[src/rtl/core/jsu_pkg.sv]
// jsu_pkg: shared types, character codes and helper functions for the json string unescaper
// no dependencies; used by jsu_decode, jsu_outq and json_string_unescape_utf8
package jsu_pkg;

   localparam int RES_MAX   = 4;
   localparam int RES_IDX_W = $clog2(RES_MAX);
   localparam int RES_CNT_W = $clog2(RES_MAX + 1);

   localparam logic [7:0] CHAR_QUOTE  = 8'h22;
   localparam logic [7:0] CHAR_BSLASH = 8'h5C;
   localparam logic [7:0] CHAR_U      = 8'h75;
   localparam logic [7:0] CHAR_B      = 8'h62;
   localparam logic [7:0] CHAR_F      = 8'h66;
   localparam logic [7:0] CHAR_N      = 8'h6E;
   localparam logic [7:0] CHAR_R      = 8'h72;
   localparam logic [7:0] CHAR_T      = 8'h74;

   localparam logic [5:0]  SURR_HIGH_TAG = 6'b110110;
   localparam logic [5:0]  SURR_LOW_TAG  = 6'b110111;
   localparam logic [20:0] SUPP_BASE     = 21'h10000;

   typedef struct packed {
      logic [7:0] text_byte;
      logic       text_end;
   } req_type;

   typedef struct packed {
      logic [7:0] out_byte;
      logic       byte_valid;
      logic       string_done;
      logic       decode_error;
   } rsp_type;

   typedef struct packed {
      logic [RES_CNT_W-1:0]  count;
      rsp_type [RES_MAX-1:0] items;
   } step_type;

   typedef struct packed {
      logic [RES_CNT_W-1:0]     len;
      logic [RES_MAX-1:0][7:0] bytes;
   } utf8_type;

   function automatic logic [4:0] hex_value(input logic [7:0] c);
      logic [4:0] v;
      v = 5'd16;
      if (c >= 8'h30 && c <= 8'h39)      v = 5'(c - 8'h30);
      else if (c >= 8'h61 && c <= 8'h66) v = 5'(c - 8'h57);
      else if (c >= 8'h41 && c <= 8'h46) v = 5'(c - 8'h37);
      return v;
   endfunction

   function automatic logic [7:0] escape_byte(input logic [7:0] c);
      logic [7:0] v;
      case (c)
         CHAR_B:  v = 8'h08;
         CHAR_F:  v = 8'h0C;
         CHAR_N:  v = 8'h0A;
         CHAR_R:  v = 8'h0D;
         CHAR_T:  v = 8'h09;
         default: v = c;
      endcase
      return v;
   endfunction

   function automatic utf8_type utf8_encode(input logic [20:0] u);
      utf8_type r;
      r = '0;
      if (u < 21'h80) begin
         r.len      = RES_CNT_W'(1);
         r.bytes[0] = u[7:0];
      end else if (u < 21'h800) begin
         r.len      = RES_CNT_W'(2);
         r.bytes[0] = {3'b110, u[10:6]};
         r.bytes[1] = {2'b10, u[5:0]};
      end else if (u < SUPP_BASE) begin
         r.len      = RES_CNT_W'(3);
         r.bytes[0] = {4'b1110, u[15:12]};
         r.bytes[1] = {2'b10, u[11:6]};
         r.bytes[2] = {2'b10, u[5:0]};
      end else begin
         r.len      = RES_CNT_W'(4);
         r.bytes[0] = {5'b11110, u[20:18]};
         r.bytes[1] = {2'b10, u[17:12]};
         r.bytes[2] = {2'b10, u[11:6]};
         r.bytes[3] = {2'b10, u[5:0]};
      end
      return r;
   endfunction

endpackage

[src/rtl/core/jsu_decode.sv]
// jsu_decode: escape and surrogate state machine, one input word per step, up to four results
// depends on jsu_pkg
module jsu_decode (
   input  logic             clock,
   input  logic             reset,
   input  logic             step,
   input  jsu_pkg::req_type in_word,
   output jsu_pkg::step_type result
);

   typedef enum logic [2:0] {
      MODE_PLAIN,
      MODE_ESC,
      MODE_HEX1,
      MODE_AFTER_HIGH,
      MODE_HIGH_BS,
      MODE_HEX2,
      MODE_SKIP,
      MODE_SKIP_ESC
   } mode_type;

   mode_type    mode_ff, mode_in;
   logic [15:0] acc_ff, acc_in;
   logic [9:0]  held_ff, held_in;
   logic [1:0]  cnt_ff, cnt_in;

   logic [7:0]  c;
   logic        is_end;
   logic [4:0]  hv;
   logic [15:0] acc_new;
   logic [15:0] hs;
   logic        u_en;
   logic [20:0] u_val;
   logic        x_en;
   jsu_pkg::rsp_type  x_word;
   jsu_pkg::utf8_type utf;
   logic [jsu_pkg::RES_CNT_W-1:0] ulen;

   assign c       = in_word.text_byte;
   assign is_end  = in_word.text_end;
   assign hv      = jsu_pkg::hex_value(c);
   assign acc_new = {acc_ff[11:0], hv[3:0]};
   assign hs      = {jsu_pkg::SURR_HIGH_TAG, held_ff};

   always_comb begin
      mode_in = mode_ff;
      acc_in  = acc_ff;
      held_in = held_ff;
      cnt_in  = cnt_ff;
      u_en    = 1'b0;
      u_val   = 21'(hs);
      x_en    = 1'b0;
      x_word  = '0;
      unique case (mode_ff)
         MODE_PLAIN: begin
            if (is_end || c == jsu_pkg::CHAR_QUOTE) begin
               x_en               = 1'b1;
               x_word.string_done = 1'b1;
            end else if (c == jsu_pkg::CHAR_BSLASH) begin
               mode_in = MODE_ESC;
            end else begin
               x_en              = 1'b1;
               x_word.out_byte   = c;
               x_word.byte_valid = 1'b1;
            end
         end
         MODE_ESC: begin
            if (is_end) begin
               x_en                = 1'b1;
               x_word.string_done  = 1'b1;
               x_word.decode_error = 1'b1;
               mode_in             = MODE_PLAIN;
            end else if (c == jsu_pkg::CHAR_U) begin
               mode_in = MODE_HEX1;
               acc_in  = '0;
               cnt_in  = '0;
            end else begin
               x_en              = 1'b1;
               x_word.out_byte   = jsu_pkg::escape_byte(c);
               x_word.byte_valid = 1'b1;
               mode_in           = MODE_PLAIN;
            end
         end
         MODE_HEX1, MODE_HEX2: begin
            if (is_end) begin
               u_en                = (mode_ff == MODE_HEX2);
               x_en                = 1'b1;
               x_word.string_done  = 1'b1;
               x_word.decode_error = 1'b1;
               mode_in             = MODE_PLAIN;
               acc_in              = '0;
               held_in             = '0;
               cnt_in              = '0;
            end else if (hv[4]) begin
               u_en                = (mode_ff == MODE_HEX2);
               x_en                = 1'b1;
               x_word.decode_error = 1'b1;
               mode_in             = MODE_SKIP;
               acc_in              = '0;
               held_in             = '0;
               cnt_in              = '0;
            end else if (cnt_ff != 2'd3) begin
               acc_in = acc_new;
               cnt_in = cnt_ff + 2'd1;
            end else begin
               acc_in = '0;
               cnt_in = '0;
               if (mode_ff == MODE_HEX1) begin
                  if (acc_new[15:10] == jsu_pkg::SURR_HIGH_TAG) begin
                     held_in = acc_new[9:0];
                     mode_in = MODE_AFTER_HIGH;
                  end else begin
                     u_en    = 1'b1;
                     u_val   = 21'(acc_new);
                     mode_in = MODE_PLAIN;
                  end
               end else begin
                  u_en = 1'b1;
                  if (acc_new[15:10] == jsu_pkg::SURR_LOW_TAG) begin
                     u_val = jsu_pkg::SUPP_BASE + 21'({held_ff, acc_new[9:0]});
                  end
                  held_in = '0;
                  mode_in = MODE_PLAIN;
               end
            end
         end
         MODE_AFTER_HIGH: begin
            if (is_end) begin
               u_en               = 1'b1;
               x_en               = 1'b1;
               x_word.string_done = 1'b1;
               mode_in            = MODE_PLAIN;
               held_in            = '0;
            end else if (c == jsu_pkg::CHAR_BSLASH) begin
               mode_in = MODE_HIGH_BS;
            end else begin
               u_en    = 1'b1;
               x_en    = 1'b1;
               held_in = '0;
               mode_in = MODE_PLAIN;
               if (c == jsu_pkg::CHAR_QUOTE) begin
                  x_word.string_done = 1'b1;
               end else begin
                  x_word.out_byte   = c;
                  x_word.byte_valid = 1'b1;
               end
            end
         end
         MODE_HIGH_BS: begin
            if (is_end) begin
               u_en                = 1'b1;
               x_en                = 1'b1;
               x_word.string_done  = 1'b1;
               x_word.decode_error = 1'b1;
               mode_in             = MODE_PLAIN;
               held_in             = '0;
            end else if (c == jsu_pkg::CHAR_U) begin
               mode_in = MODE_HEX2;
               acc_in  = '0;
               cnt_in  = '0;
            end else begin
               u_en              = 1'b1;
               x_en              = 1'b1;
               x_word.out_byte   = jsu_pkg::escape_byte(c);
               x_word.byte_valid = 1'b1;
               held_in           = '0;
               mode_in           = MODE_PLAIN;
            end
         end
         MODE_SKIP: begin
            if (is_end || c == jsu_pkg::CHAR_QUOTE) begin
               x_en               = 1'b1;
               x_word.string_done = 1'b1;
               mode_in            = MODE_PLAIN;
            end else if (c == jsu_pkg::CHAR_BSLASH) begin
               mode_in = MODE_SKIP_ESC;
            end
         end
         MODE_SKIP_ESC: begin
            if (is_end) begin
               x_en               = 1'b1;
               x_word.string_done = 1'b1;
               mode_in            = MODE_PLAIN;
            end else begin
               mode_in = MODE_SKIP;
            end
         end
      endcase
   end

   // utf-8 bytes first, then at most one trailing word
   assign utf  = jsu_pkg::utf8_encode(u_val);
   assign ulen = u_en ? utf.len : '0;

   always_comb begin
      result.count = ulen + jsu_pkg::RES_CNT_W'(x_en);
      for (int i = 0; i < jsu_pkg::RES_MAX; i++) begin
         result.items[i] = '0;
         if (jsu_pkg::RES_CNT_W'(i) < ulen) begin
            result.items[i].out_byte   = utf.bytes[i];
            result.items[i].byte_valid = 1'b1;
         end else if (jsu_pkg::RES_CNT_W'(i) == ulen && x_en) begin
            result.items[i] = x_word;
         end
      end
   end

   always_ff @(posedge clock) begin
      if (reset) begin
         mode_ff <= MODE_PLAIN;
         acc_ff  <= '0;
         held_ff <= '0;
         cnt_ff  <= '0;
      end else if (step) begin
         mode_ff <= mode_in;
         acc_ff  <= acc_in;
         held_ff <= held_in;
         cnt_ff  <= cnt_in;
      end
   end

endmodule

[src/rtl/core/jsu_outq.sv]
// jsu_outq: four-word result queue, takes up to four words at once and gives one per cycle
// while rsp_ready is high; depends on jsu_pkg
module jsu_outq (
   input  logic                          clock,
   input  logic                          reset,
   input  logic                          push,
   input  jsu_pkg::step_type             push_data,
   output logic [jsu_pkg::RES_CNT_W-1:0] space,
   output logic                          rsp_valid,
   input  logic                          rsp_ready,
   output jsu_pkg::rsp_type              rsp_data
);

   jsu_pkg::rsp_type q_ff [jsu_pkg::RES_MAX];
   logic [jsu_pkg::RES_IDX_W-1:0] wr_ptr_ff, wr_ptr_in;
   logic [jsu_pkg::RES_IDX_W-1:0] rd_ptr_ff, rd_ptr_in;
   logic [jsu_pkg::RES_CNT_W-1:0] count_ff, count_in;
   logic [jsu_pkg::RES_CNT_W-1:0] push_cnt;
   logic                          pop;

   assign pop       = rsp_valid && rsp_ready;
   assign push_cnt  = push ? push_data.count : '0;
   assign rsp_valid = (count_ff != '0);
   assign rsp_data  = q_ff[rd_ptr_ff];
   assign space     = jsu_pkg::RES_CNT_W'(jsu_pkg::RES_MAX) - count_ff
                      + jsu_pkg::RES_CNT_W'(pop);

   assign wr_ptr_in = wr_ptr_ff + push_cnt[jsu_pkg::RES_IDX_W-1:0];
   assign rd_ptr_in = rd_ptr_ff + jsu_pkg::RES_IDX_W'(pop);
   assign count_in  = count_ff + push_cnt - jsu_pkg::RES_CNT_W'(pop);

   always_ff @(posedge clock) begin
      for (int i = 0; i < jsu_pkg::RES_MAX; i++) begin
         if (jsu_pkg::RES_CNT_W'(i) < push_cnt) begin
            q_ff[wr_ptr_ff + jsu_pkg::RES_IDX_W'(i)] <= push_data.items[i];
         end
      end
   end

   always_ff @(posedge clock) begin
      if (reset) begin
         wr_ptr_ff <= '0;
         rd_ptr_ff <= '0;
         count_ff  <= '0;
      end else begin
         wr_ptr_ff <= wr_ptr_in;
         rd_ptr_ff <= rd_ptr_in;
         count_ff  <= count_in;
      end
   end

endmodule

[src/rtl/core/json_string_unescape_utf8.sv]
// json_string_unescape_utf8: top level of the json string unescaper with utf-8 output
// depends on jsu_pkg, jsu_decode and jsu_outq
//
// usage: the req channel takes one raw byte of a json string body per word (text_end set
// marks end of text, the byte then ignored). the rsp channel gives the decoded words: a byte
// with byte_valid, or a marker word with string_done and/or decode_error clear of data.
// a word sits in an input register, the decoder turns it combinationally into zero to four
// result words and, when it steps, writes them all into a four-word result queue.
// the first result word passes through the input register and then the result queue.
// throughput: one request word per cycle while each gives at most one result and rsp_ready
// stays high; the result queue drains one word per cycle while rsp_ready is high, so a code
// point of several utf-8 bytes holds the input. the decoder steps only when the queue has
// room for all of its words. a stalled rsp side fills the queue and then the input register;
// req_ready falls and nothing is lost or dropped.
// reset empties the input register and the queue, and returns the decoder to plain content mode.
module json_string_unescape_utf8 (
   input  logic             clock,
   input  logic             reset,
   input  logic             req_valid,
   output logic             req_ready,
   input  jsu_pkg::req_type req_data,
   output logic             rsp_valid,
   input  logic             rsp_ready,
   output jsu_pkg::rsp_type rsp_data
);

   jsu_pkg::req_type              in_ff;
   logic                          in_valid_ff, in_valid_in;
   logic                          step;
   jsu_pkg::step_type             dec_out;
   logic [jsu_pkg::RES_CNT_W-1:0] space;

   assign step        = in_valid_ff && (dec_out.count <= space);
   assign req_ready   = !in_valid_ff || step;
   assign in_valid_in = (req_valid && req_ready) || (in_valid_ff && !step);

   always_ff @(posedge clock) begin
      if (req_valid && req_ready) begin
         in_ff <= req_data;
      end
   end

   always_ff @(posedge clock) begin
      if (reset) begin
         in_valid_ff <= 1'b0;
      end else begin
         in_valid_ff <= in_valid_in;
      end
   end

   jsu_decode u_decode (
      .clock   (clock),
      .reset   (reset),
      .step    (step),
      .in_word (in_ff),
      .result  (dec_out)
   );

   jsu_outq u_outq (
      .clock     (clock),
      .reset     (reset),
      .push      (step),
      .push_data (dec_out),
      .space     (space),
      .rsp_valid (rsp_valid),
      .rsp_ready (rsp_ready),
      .rsp_data  (rsp_data)
   );

`ifndef ASSERT_OFF
   a_end_gives_result: assert property (@(posedge clock) disable iff (reset)
      step && in_ff.text_end |-> dec_out.count != '0)
      else $error("end of text stepped without a result word");

   a_done_no_byte: assert property (@(posedge clock) disable iff (reset)
      rsp_valid && (rsp_data.string_done || rsp_data.decode_error) |-> !rsp_data.byte_valid)
      else $error("marker word also carries a byte");

   a_no_overflow: assert property (@(posedge clock) disable iff (reset)
      step |-> dec_out.count <= space)
      else $error("result queue overflow");

   a_hold_on_stall: assert property (@(posedge clock) disable iff (reset)
      in_valid_ff && !step |=> in_valid_ff && $stable(in_ff))
      else $error("input register lost a pending word");
`endif

endmodule
[config.mk]
export PLATFORM = sky130hd
export DESIGN_NAME = json_string_unescape_utf8
export DESIGN_NICKNAME = d
export VERILOG_FILES = /design/src/rtl/core/jsu_pkg.sv /design/src/rtl/core/jsu_decode.sv /design/src/rtl/core/jsu_outq.sv /design/src/rtl/core/json_string_unescape_utf8.sv
export SDC_FILE = /design/constraint.sdc
export NUM_CORES = 1
export LEC_CHECK = 0
export BUFFER_PORTS_ARGS = -buffer_cell sky130_fd_sc_hd__buf_2
export CORE_MARGIN = 10
export CORE_UTILIZATION = 30
export DETAILED_ROUTE_END_ITERATION = 10
export MAX_ROUTING_LAYER = met4
export SLEW_MARGIN = 20
export SYNTH_ARGS = -nofsm -noshare
export SYNTH_HDL_FRONTEND = slang
export SYNTH_SLANG_ARGS = --single-unit
[constraint.sdc]
create_clock -name clock -period 5.51 [get_ports clock]
set_clock_uncertainty 0.15 [all_clocks]
set_input_delay 1.102 -clock clock [delete_from_list [all_inputs] [get_ports clock]]
set_output_delay 1.102 -clock clock [all_outputs]
set_load 0.05 [all_outputs]
==> results of run 1 <==
state kept, by name (all words and copies together), names as in the netlist:
register,cells
u_decode.mode_ff,3
u_outq.count_ff,3
u_decode.held_ff,10
u_decode.cnt_ff,2
u_outq.rd_ptr_ff,2
u_outq.wr_ptr_ff,2
in_ff,9
u_decode.acc_ff,12
u_outq.q_ff,44
in_valid_ff,1
per-stage QoR:
step	hold WS, ns	cells	worst slack, ns
floorplan	0.293	744	0.0536
global placement	0.323	1069	0.185
detailed placement	0.330	1069	0.104
CTS	0.338	1085	0.0351
global route	0.373	1087	0.0215
finish	0.336	1087	0.220
power by group through the flow:
stage | combinational (W) | clock [W] | sequential [W]
3_3_place_gp | 0.000707 | 0 | 0.000863
4_1_cts | 0.000713 | 0.000641 | 0.000853
3_5_place_dp | 0.000710 | 0 | 0.000866
6_report | 0.000735 | 0.000626 | 0.000851
5_1_grt | 0.000801 | 0.000668 | 0.000863
2_1_floorplan | 0.000557 | 0 | 0.000817
kinds of logic after synthesis:
kind of cell / share of synthesized area
flip-flops: 0.352
AO/OA/AOI/OAI: 0.254
AND/OR/NAND/NOR: 0.227
multiplexers: 0.0735
adder cells (fa/ha/maj): 0.0376
XOR/XNOR: 0.0204
buffers and inverters: 0.0361
critical path, stage by stage (launching register included):
cell and delay (ns):
sky130_fd_sc_hd__edfxtp_1 0.43, sky130_fd_sc_hd__inv_2 0.12, sky130_fd_sc_hd__ha_4 0.15, sky130_fd_sc_hd__or4bb_4 0.57, sky130_fd_sc_hd__o21ai_4 0.17, sky130_fd_sc_hd__o21ai_2 0.10
sky130_fd_sc_hd__o32a_1 0.37, sky130_fd_sc_hd__nand2_1 0.10, sky130_fd_sc_hd__a21oi_2 0.04, sky130_fd_sc_hd__ha_1 0.22, sky130_fd_sc_hd__ha_1 0.30, sky130_fd_sc_hd__ha_1 0.31
sky130_fd_sc_hd__nor2b_1 0.12, sky130_fd_sc_hd__o21ai_0 0.09, sky130_fd_sc_hd__a32oi_2 0.28, sky130_fd_sc_hd__nand2_2 0.13, sky130_fd_sc_hd__buf_6 0.18
path summary, 6_finish.rpt:
| path | from | endpoint | slack [ns] | cells after the start |
|---|---|---|---|---|
| worst max-delay path | in_ff[1] | req_ready | 0.22 | 16 |
| worst min register to register | u_decode.held_ff[4] | u_decode.held_ff[4] | 0.34 | 2 |
| worst max register to register | in_ff[1] | u_outq.count_ff[2] | 0.36 | 22 |
| worst min-delay path | u_decode.held_ff[4] | u_decode.held_ff[4] | 0.34 | 2 |
repair_timing:
action / in CTS / in global routing
endpoints found under the setup margin: 0 / 89
setup buffers: 0 / 2
hold buffers: 0 / 0
resized for setup: 0 / 23
area by class of cell:
class / count / area [um^2]
multi-input cells: 600 / 4110
well taps: 275 / 344
clock buffers: 9 / 225
fillers: 2179 / 13500
flip-flops and latches: 88 / 2290
inverters: 22 / 82.6
clock inverters: 7 / 78.8
repair buffers: 86 / 597
metal layers:
layer,vias up,part of all wire,track usage
met3,51,0.066,0.0281
met2,267,0.45,0.233
met4,0,0.027,0.0503
met1,3014,0.45,0.207
li1,2960,-,-
met5,-,0,-
synthesized netlist by cell type, drive strengths merged, types with 16 or more instances:
master / number / share of area
buf: 16 / 0.013
o22ai: 21 / 0.020
ha: 18 / 0.035
nor2: 95 / 0.055
dfxtp: 35 / 0.11
nand2: 88 / 0.051
edfxtp: 53 / 0.24
a22oi: 23 / 0.027
inv: 21 / 0.012
mux2i: 16 / 0.025
a21oi: 49 / 0.040
clkbuf: 18 / 0.010
nand3: 23 / 0.018
o21ai: 56 / 0.045
cell usage in the layout (no fill, tap or decap), types with 11 or more instances in the layout:
cell	Yosys	layout
sky130_fd_sc_hd__nand2_1	86	85
sky130_fd_sc_hd__ha_1	18	16
sky130_fd_sc_hd__o22ai_1	21	21
sky130_fd_sc_hd__buf_4	0	60
sky130_fd_sc_hd__mux2i_1	16	15
sky130_fd_sc_hd__buf_2	8	24
sky130_fd_sc_hd__nand3_1	23	23
sky130_fd_sc_hd__o21ai_1	17	15
sky130_fd_sc_hd__dfxtp_1	35	35
sky130_fd_sc_hd__inv_1	20	18
sky130_fd_sc_hd__nor2_1	93	93
sky130_fd_sc_hd__a21oi_1	47	46
sky130_fd_sc_hd__mux4_2	11	11
sky130_fd_sc_hd__and2_1	13	13
sky130_fd_sc_hd__a22oi_1	22	22
sky130_fd_sc_hd__edfxtp_1	53	53
sky130_fd_sc_hd__o21ai_0	35	35
==> impl_summary.txt, run 1 <==
----------------------------------------------------
[Outcome]
  Result of the run ... complete, no violations

[Synth]
  Post-synth ARST share ... 0
  Number of enable-type register cells in the synthesized netlist ... 53
  Distinct cells, synth ... 92
  Yosys warning total ... 0
  Post-Synthesis Mean Instance Area ... 8.76 um^2
  Seq cells post-synth ... 88
  Netlist area before placement ... 6520 um^2
  Part of the Yosys area used for sequential elements ... 0.352
  Post-synthesis instance total ... 744
  Syn Nets ... 776
  Main synth FF type ... sky130_fd_sc_hd__edfxtp_1

[Die]
  Total die area ... 28,000 um^2
  Die X-Extent ... 167 um
  Ports ... 26
  Die span in y ... 167 um
  Core Box Area ... 21,200 um^2
  Number of core rows ... 53
  Starting Density ... 0.307

[Cells and area]
  Diodes inserted ... 0
  Finished Core Util ... 0.364
  Layout cells sized above 1 ... 0.202
  Final #Nets ... 839
  Post-route design area ... 7730 um^2
  Growth of design area from synthesis to finish ... 18.5%

[STA]
  Total negative slack ... 0 ns
  Total setup violations reported at the end of the flow ... 0
  RSZ-0062 raised after global routing ... false
  Count of pins over their slew limit ... 0
  Clock period minus final worst setup slack ... 5.29 ns
  Normalized max-slew margin ... 0.432
  Worst Max-Slew Pin Slew ... 0.852 ns
  Max Fclk ... 189 MHz
  Hold violation count in the final report ... 0
  Final critical-path share of the clock period ... 0.960

[Route]
  Remaining design rule violation count ... 0
  Antenna violation net count after detailed routing ... 0
  Final routed wirelength across all metal layers ... 21.7 mm
  Via count ... 6,292
  Wire length per cell after detailed routing ... 19.9 um
  Vias per std cell ... 5.79
  1st-iter DRT viols ... 680
  Drt first pass iters ... 5

[Pwr]
  Share of total power consumed by net switching ... 0.363
  Worst supply voltage drop on vdd ... 0.142 mV
  Share of total power in combinational logic ... 0.332
  Internal power ... 0.00141 W
  Reg power frac ... 0.385
  Post-layout power ... 0.00221 W
  P per Cell Area ... 286 nW/um^2
  Clk network pwr share ... 0.283
  Sw power ... 0.000803 W
  Static leakage ... 2.67 nW

[Worst setup path]
  Endpoint kind of the worst setup timing path ... output pin
  Critical Path Source Type ... flop
  WS Path Type ... reg2out
  Worst endpoint data arrival time ... 4.04 ns
  Worst Path Max Fanout ... 5
  Worst Path Required ... 4.26 ns

[Global routing]
  Global-route wire length before repair ... 34.7 mm
  Initial antenna violation count ... 0
  Total Routing Usage GR ... 0.156
  Maximum number of pins on one net before global-route repair ... 36
  Via count of the first global-routing pass ... 6,007
  GRT Residual Overflow ... 0

[Job]
  Max Cap Viol ... 0

[Clocking]
  Root buffer cell ... sky130_fd_sc_hd__clkbuf_16
  Sink count of the clock tree ... 88
  Source-to-sink clock delay at the later pin of the worst-skew pair ... 0.35 ns
  CTS tree ... built
  Buffer depth of the longest clock path ... 2
  Level count of the clock H-tree ... 3
  CTS clock-pin slew for the worst setup and hold paths ... 0.07 ns
  Cts bufs inserted ... 9

[Placement]
  GPL Wtd Cong ... 0.999
  Placed wire-length estimate ... 16.8 mm
  Count of input and output buffers ... 25
  Post-place instance area ... 7300 um^2

[Worst hold path]
  Worst Hold Class ... reg2reg

----------------------------------------------------
Note: power is estimated with default switching activity, not from simulation.
==> run 2: changes to the inputs <==
- CTS_BUF_LIST: unset -> sky130_fd_sc_hd__clkbuf_8
==> run 2 against run 1 <==
Effect of this change:
- wire length about the same
- sequential share of layout area grew 0.27 points
- register-to-register slack improved by 0.02 ns
- final cell count is 0.28% higher
- design area is 0.89% lower
- critical endpoint unchanged
- largest power group unchanged
==> impl_summary.txt, run 2 (synthesized netlist as in run 1, its figures left out) <==
----------------------------------------------------
[Outcome]
  Result of the run ... complete, no violations (unchanged)

[Route]
  Wire length per cell after detailed routing ... 19.9 um (about the same)
  1st-iter DRT viols ... 604 (was 680)
  Via count ... 6,306 (was 6,292)
  Final routed wirelength across all metal layers ... 21.7 mm (about the same)
  Remaining design rule violation count ... 0 (unchanged)
  Drt first pass iters ... 5 (unchanged)
  Vias per std cell ... 5.79 (about the same)
  Antenna violation net count after detailed routing ... 0 (unchanged)

[Pwr]
  Internal power ... 0.00127 W (was 0.00141 W)
  P per Cell Area ... 269 nW/um^2 (was 286 nW/um^2)
  Clk network pwr share ... 0.227 (was 0.283)
  Static leakage ... 2.64 nW (was 2.67 nW)
  Reg power frac ... 0.412 (was 0.385)
  Share of total power in combinational logic ... 0.360 (was 0.332)
  Worst supply voltage drop on vdd ... 0.108 mV (was 0.142 mV)
  Sw power ... 0.000789 W (was 0.000803 W)
  Share of total power consumed by net switching ... 0.383 (was 0.363)

[Worst setup path]
  FF-to-FF path depth ... 22 (unchanged)
  Worst Path Required ... 4.26 ns (about the same)
  Reg2Reg Setup Slack ... 0.38 ns (was 0.36 ns)
  Critical Path Source Type ... flop (unchanged)
  Critical R2R Capture ... u_outq.q_ff[1][6] (was u_outq.count_ff[2])
  Launch point of the worst reg-to-reg path ... in_ff[1] (unchanged)
  Worst Path Max Fanout ... 5 (unchanged)
  WS Path Type ... reg2out (unchanged)
  Endpoint kind of the worst setup timing path ... output pin (unchanged)
  Worst endpoint data arrival time ... 4.06 ns (was 4.04 ns)

[Placement]
  Worst slack after detailed placement ... 0.104 ns (unchanged)
  Placed wire-length estimate ... 16.8 mm (unchanged)
  Count of input and output buffers ... 25 (unchanged)
  GPL Wtd Cong ... 0.999 (unchanged)

[STA]
  Post-route worst setup slack ... 0.198 ns (was 0.220 ns)
  Hold violation count in the final report ... 0 (unchanged)
  Final critical-path share of the clock period ... 0.964 (was 0.960)
  Clock period minus final worst setup slack ... 5.31 ns (was 5.29 ns)
  Normalized max-slew margin ... 0.435 (was 0.432)
  RSZ-0062 raised after global routing ... false (unchanged)
  Count of pins over their slew limit ... 0 (unchanged)
  Total negative slack ... 0 ns (unchanged)
  Worst Max-Slew Pin Slew ... 0.846 ns (was 0.852 ns)
  Max Fclk ... 188 MHz (was 189 MHz)
  Total setup violations reported at the end of the flow ... 0 (unchanged)

[Cells and area]
  Register containing the most flip-flops in the final layout ... u_outq.q_ff (unchanged)
  Commonest cells after routing, fill and taps aside ... sky130_fd_sc_hd__nor2_1 (93), sky130_fd_sc_hd__nand2_1 (85), sky130_fd_sc_hd__buf_4 (62) (was sky130_fd_sc_hd__nor2_1 (93), sky130_fd_sc_hd__nand2_1 (85), sky130_fd_sc_hd__buf_4 (60))
  Most common cell after layout, fill and taps aside ... sky130_fd_sc_hd__nor2_1 (unchanged)
  Layout cells sized above 1 ... 0.206 (was 0.202)
  Finished Core Util ... 0.361 (was 0.364)
  Total of fill cells in the finished design ... 2,196 (was 2,179)
  Largest registers ... u_outq.q_ff: 44 flops, u_decode.acc_ff: 12 flops, u_decode.held_ff: 10 flops (unchanged)
  Diodes inserted ... 0 (unchanged)
  Final #Nets ... 842 (was 839)
  Growth of design area from synthesis to finish ... 17.5% (was 18.5%)
  Number of flip-flops under the largest register name ... 44 (unchanged)

[Die]
  Total die area ... 28,000 um^2 (unchanged)
  Die span in y ... 167 um (unchanged)
  Number of core rows ... 53 (unchanged)
  Ports ... 26 (unchanged)
  Core Box Area ... 21,200 um^2 (unchanged)
  Die X-Extent ... 167 um (unchanged)
  Starting Density ... 0.307 (unchanged)

[Global routing]
  Global-route wire length before repair ... 34.5 mm (was 34.7 mm)
  GRT Residual Overflow ... 0 (unchanged)
  Via count of the first global-routing pass ... 5,988 (was 6,007)
  Maximum number of pins on one net before global-route repair ... 36 (unchanged)
  Initial antenna violation count ... 0 (unchanged)
  Total Routing Usage GR ... 0.155 (was 0.156)

[Clocking]
  Total of hold buffers inserted after clock tree synthesis ... 0 (unchanged)
  Source-to-sink clock delay at the later pin of the worst-skew pair ... 0.40 ns (was 0.35 ns)
  Root buffer cell ... sky130_fd_sc_hd__clkbuf_8 (was sky130_fd_sc_hd__clkbuf_16)
  Buffer depth of the longest clock path ... 2 (unchanged)
  CTS tree ... built (unchanged)
  Cts bufs inserted ... 9 (unchanged)
  Sink count of the clock tree ... 88 (unchanged)
  Level count of the clock H-tree ... 3 (unchanged)
  CTS clock-pin slew for the worst setup and hold paths ... 0.09 ns (was 0.07 ns)

[Worst hold path]
  Terminating pin of the worst hold path ... u_decode.held_ff[4] (unchanged)
  Count of cells along the worst hold path ... 2 (unchanged)
  Worst Hold Class ... reg2reg (unchanged)
  Launch instance of the worst min-delay path ... u_decode.held_ff[4] (unchanged)

[Job]
  Max Cap Viol ... 0 (unchanged)

----------------------------------------------------
run 2: changes by cell type in the layout (fill, tap and decap cells not counted):
cell,delta
sky130_fd_sc_hd__buf_4,+2
sky130_fd_sc_hd__buf_8,+1
sky130_fd_sc_hd__clkbuf_16,-9
sky130_fd_sc_hd__clkbuf_8,+9
sky130_fd_sc_hd__ha_1,-1
sky130_fd_sc_hd__ha_2,+1
run 2: cell type report:
type                            count  area, um^2  share of cell area
Clock inverter                      7        78.8              0.0103
Inverter                           22        82.6              0.0108
Clock buffer                        9         124              0.0162
Timing Repair Buffer               89         627              0.0819
Multi-Input combinational cell    600        4110               0.537
Tap cell                          275         344              0.0449
Sequential cell                    88        2290               0.299
run 2: how the worst max path moves through the flow:
stage / from / to / cells past startpoint
final: in_ff[1] / req_ready / 17
after global routing: in_ff[1] / req_ready / 15
after CTS: in_ff[1] / req_ready / 17
after detailed placement: in_ff[1] / u_outq.q_ff[0][9] / 19
after global placement: in_ff[1] / u_outq.q_ff[0][9] / 19
after floorplan: in_ff[1] / u_outq.count_ff[2] / 23
run 2: metal layers:
| layer | GRT usage | up-vias | part of all wire |
|---|---|---|---|
| li1 | - | 2955 | - |
| met1 | 0.209 | 3025 | 0.45 |
| met2 | 0.229 | 280 | 0.45 |
| met3 | 0.0253 | 46 | 0.069 |
| met4 | 0.0579 | 0 | 0.030 |
| met5 | - | - | 0 |
run 2: what timing repair did:
item,4_1_cts,5_1_grt
gates resized for setup,1,25
pin swaps,0,7
setup buffers,0,5
endpoints found under the setup margin,1,81
run 2: worst max-delay path, cell delays in order (launching register included):
cell                       delay (ns)
sky130_fd_sc_hd__edfxtp_1        0.46
sky130_fd_sc_hd__buf_6           0.17
sky130_fd_sc_hd__ha_4            0.17
sky130_fd_sc_hd__or3b_1          0.39
sky130_fd_sc_hd__o211a_1         0.19
sky130_fd_sc_hd__o21ai_4         0.24
sky130_fd_sc_hd__buf_8           0.14
sky130_fd_sc_hd__o32a_1          0.16
sky130_fd_sc_hd__nand2_1         0.09
sky130_fd_sc_hd__a21oi_2         0.11
sky130_fd_sc_hd__ha_2            0.19
sky130_fd_sc_hd__ha_1            0.24
sky130_fd_sc_hd__ha_1            0.31
sky130_fd_sc_hd__nor2b_1         0.12
sky130_fd_sc_hd__o21ai_0         0.09
sky130_fd_sc_hd__a32oi_2         0.28
sky130_fd_sc_hd__nand2_2         0.14
sky130_fd_sc_hd__buf_8           0.18
run 2: power groups by stage:
| stage | clock network [W] | registers (W) | logic, W |
|---|---|---|---|
| 6_report | 0.000468 | 0.000849 | 0.000742 |
| 5_1_grt | 0.000505 | 0.000862 | 0.000807 |
| 4_1_cts | 0.000483 | 0.000852 | 0.000713 |
| 3_5_place_dp | 0 | 0.000866 | 0.000710 |
| 3_3_place_gp | 0 | 0.000863 | 0.000707 |
| 2_1_floorplan | 0 | 0.000817 | 0.000557 |
run 2: metrics by stage:
stage | hold WS (ns) | instances | total power [W] | instance area, um^2
CTS | 0.342 | 1085 | 0.00205 | 7500
detailed placement | 0.330 | 1069 | 0.00158 | 7300
floorplan | 0.293 | 744 | 0.00137 | 6530
finish | 0.339 | 1090 | 0.00206 | 7660
global placement | 0.323 | 1069 | 0.00157 | 7300
global route | 0.377 | 1090 | 0.00217 | 7660
==> run 3: changes to the inputs <==
- PLACE_DENSITY: unset -> 0.52
==> run 3 against run 2 <==
Effect of this change:
- final cell count down 0.55%
- core utilization down 0.50 points
- clock power down 3%
- highest routed layer unchanged
==> impl_summary.txt, run 3 (synthesized netlist as in run 1, its figures left out) <==
----------------------------------------------------
[Clocking]
  Buffer depth of the longest clock path ... 2 (unchanged)
  Source-to-sink clock delay at the later pin of the worst-skew pair ... 0.39 ns (was 0.40 ns)
  Root buffer cell ... sky130_fd_sc_hd__clkbuf_8 (unchanged)
  Level count of the clock H-tree ... 3 (unchanged)
  Cts bufs inserted ... 9 (unchanged)
  CTS clock-pin slew for the worst setup and hold paths ... 0.09 ns (about the same)
  CTS tree ... built (unchanged)
  Sink count of the clock tree ... 88 (unchanged)
  Total of hold buffers inserted after clock tree synthesis ... 0 (unchanged)

[Placement]
  Placed cell count ... 1,068 (was 1,069)
  Placed wire-length estimate ... 16.4 mm (was 16.8 mm)
  Count of input and output buffers ... 25 (unchanged)
  Post-place instance area ... 7290 um^2 (was 7300 um^2)
  GPL Wtd Cong ... 0.950 (was 0.999)
  Worst slack after detailed placement ... 0.0569 ns (was 0.104 ns)

[Cells and area]
  Diodes inserted ... 0 (unchanged)
  FF+latch area ... 2290 um^2 (unchanged)
  Commonest cells after routing, fill and taps aside ... sky130_fd_sc_hd__nor2_1 (93), sky130_fd_sc_hd__nand2_1 (84), sky130_fd_sc_hd__buf_4 (60) (was sky130_fd_sc_hd__nor2_1 (93), sky130_fd_sc_hd__nand2_1 (85), sky130_fd_sc_hd__buf_4 (62))
  Final #Nets ... 837 (was 842)
  Register containing the most flip-flops in the final layout ... u_outq.q_ff (unchanged)
  Growth of design area from synthesis to finish ... 15.9% (was 17.5%)
  Post-layout instance count excluding filler cells ... 1,084 (was 1,090)
  Post-route design area ... 7550 um^2 (was 7660 um^2)
  Largest registers ... u_outq.q_ff: 44 flops, u_decode.acc_ff: 12 flops, u_decode.held_ff: 10 flops (unchanged)
  Layout cells sized above 1 ... 0.195 (was 0.206)
  Multi-input gate area in the final layout ... 4070 um^2 (was 4110 um^2)
  Number of flip-flops under the largest register name ... 44 (unchanged)
  Total of fill cells in the finished design ... 2,213 (was 2,196)
  Most common cell after layout, fill and taps aside ... sky130_fd_sc_hd__nor2_1 (unchanged)

[STA]
  Clock period minus final worst setup slack ... 5.33 ns (was 5.31 ns)
  Max Fclk ... 188 MHz (about the same)
  Total setup violations reported at the end of the flow ... 0 (unchanged)
  Normalized max-slew margin ... 0.448 (was 0.435)
  Post-route worst setup slack ... 0.184 ns (was 0.198 ns)
  Count of pins over their slew limit ... 0 (unchanged)
  Worst Max-Slew Pin Slew ... 0.827 ns (was 0.846 ns)
  Final critical-path share of the clock period ... 0.967 (was 0.964)
  Hold violation count in the final report ... 0 (unchanged)

[Pwr]
  Static leakage ... 2.59 nW (was 2.64 nW)
  Internal power ... 0.00125 W (was 0.00127 W)
  Worst supply voltage drop on vdd ... 0.125 mV (was 0.108 mV)
  Reg power frac ... 0.421 (was 0.412)
  Share of total power consumed by net switching ... 0.378 (was 0.383)
  P per Cell Area ... 267 nW/um^2 (was 269 nW/um^2)
  Sw power ... 0.000764 W (was 0.000789 W)
  Share of total power in combinational logic ... 0.354 (was 0.360)
  Clk network pwr share ... 0.225 (was 0.227)

[Worst hold path]
  Worst Hold Class ... reg2reg (unchanged)

[Route]
  Antenna violation net count after detailed routing ... 0 (unchanged)
  Vias per std cell ... 5.64 (was 5.79)
  Drt first pass iters ... 5 (unchanged)
  1st-iter DRT viols ... 567 (was 604)
  Via count ... 6,111 (was 6,306)
  Final routed wirelength across all metal layers ... 20.7 mm (was 21.7 mm)
  Remaining design rule violation count ... 0 (unchanged)
  Wire length per cell after detailed routing ... 19.1 um (was 19.9 um)

[Worst setup path]
  Critical Path Source Type ... flop (unchanged)
  Worst endpoint data arrival time ... 4.07 ns (was 4.06 ns)
  Worst Path Max Fanout ... 5 (unchanged)
  Reg2Reg Setup Slack ... 0.25 ns (was 0.38 ns)
  Worst Path Required ... 4.26 ns (about the same)
  WS Path Type ... reg2out (unchanged)
  Endpoint kind of the worst setup timing path ... output pin (unchanged)

[Die]
  Total die area ... 28,000 um^2 (unchanged)
  Ports ... 26 (unchanged)
  Starting Density ... 0.307 (unchanged)
  Die X-Extent ... 167 um (unchanged)
  Die span in y ... 167 um (unchanged)
  Number of core rows ... 53 (unchanged)
  Core Box Area ... 21,200 um^2 (unchanged)

[Global routing]
  Maximum number of pins on one net before global-route repair ... 36 (unchanged)
  Initial antenna violation count ... 0 (unchanged)
  GRT Residual Overflow ... 0 (unchanged)
  Via count of the first global-routing pass ... 5,746 (was 5,988)
  Global-route wire length before repair ... 33.3 mm (was 34.5 mm)
  Total Routing Usage GR ... 0.149 (was 0.155)

[Outcome]
  Result of the run ... complete, no violations (unchanged)

[Job]
  Max Cap Viol ... 0 (unchanged)

----------------------------------------------------
run 3: repair_timing:
action,CTS,global route
setup buffers,0,1
pin swaps,1,4
resized for setup,0,15
endpoints found under the setup margin,1,46
run 3: metrics by stage:
stage,hold slack [ns],TNS [ns],utilization,total power (W)
after floorplan,0.293,0,-,0.00137
after global placement,0.319,0,0.344,0.00157
after detailed placement,0.330,0,0.344,0.00157
after CTS,0.341,0,0.353,0.00202
after global routing,0.368,-0.00255,0.356,0.00214
final,0.340,0,0.356,0.00202
run 3: worst paths after layout:
| check | startpoint | endpoint | cells past startpoint |
|---|---|---|---|
| worst max-delay path | in_ff[1] | req_ready | 16 |
| worst min register to register | u_decode.held_ff[4] | u_decode.held_ff[4] | 2 |
| worst min-delay path | u_decode.held_ff[4] | u_decode.held_ff[4] | 2 |
| worst max register to register | in_ff[1] | u_outq.q_ff[0][6] | 22 |
run 3: cell type report:
| type | instances | area share |
|---|---|---|
| clock buffers | 9 | 0.0164 |
| clock inverters | 6 | 0.00895 |
| inverters | 22 | 0.0109 |
| multi-input cells | 600 | 0.539 |
| flip-flops and latches | 88 | 0.304 |
| well taps | 275 | 0.0456 |
| repair buffers | 84 | 0.0755 |
run 3: worst max-delay path, cell delays in order (launching register included):
cell and delay [ns]:
sky130_fd_sc_hd__edfxtp_1 0.44, sky130_fd_sc_hd__inv_1 0.14, sky130_fd_sc_hd__ha_4 0.18, sky130_fd_sc_hd__or4bb_1 0.54, sky130_fd_sc_hd__o21ai_2 0.19, sky130_fd_sc_hd__o21ai_2 0.10
sky130_fd_sc_hd__o32a_1 0.36, sky130_fd_sc_hd__nand2_1 0.07, sky130_fd_sc_hd__a21oi_1 0.05, sky130_fd_sc_hd__ha_1 0.22, sky130_fd_sc_hd__ha_1 0.30, sky130_fd_sc_hd__ha_1 0.31
sky130_fd_sc_hd__nor2b_1 0.13, sky130_fd_sc_hd__o21ai_0 0.10, sky130_fd_sc_hd__a32oi_2 0.25, sky130_fd_sc_hd__nand2_2 0.10, sky130_fd_sc_hd__buf_4 0.20
run 3: per-layer routing:
metal | vias to the layer above | GRT usage | share of wire
met2 | 224 | 0.230 | 0.46
li1 | 2964 | - | -
met3 | 27 | 0.0253 | 0.061
met4 | 0 | 0.0397 | 0.016
met5 | - | - | 0
met1 | 2896 | 0.198 | 0.46
run 3: power groups by stage:
stage / combinational, W / clock [W] / sequential [W]
6_report: 0.000714 / 0.000455 / 0.000849
5_1_grt: 0.000785 / 0.000496 / 0.000863
4_1_cts: 0.000701 / 0.000471 / 0.000852
3_5_place_dp: 0.000698 / 0 / 0.000867
3_3_place_gp: 0.000704 / 0 / 0.000866
2_1_floorplan: 0.000557 / 0 / 0.000817
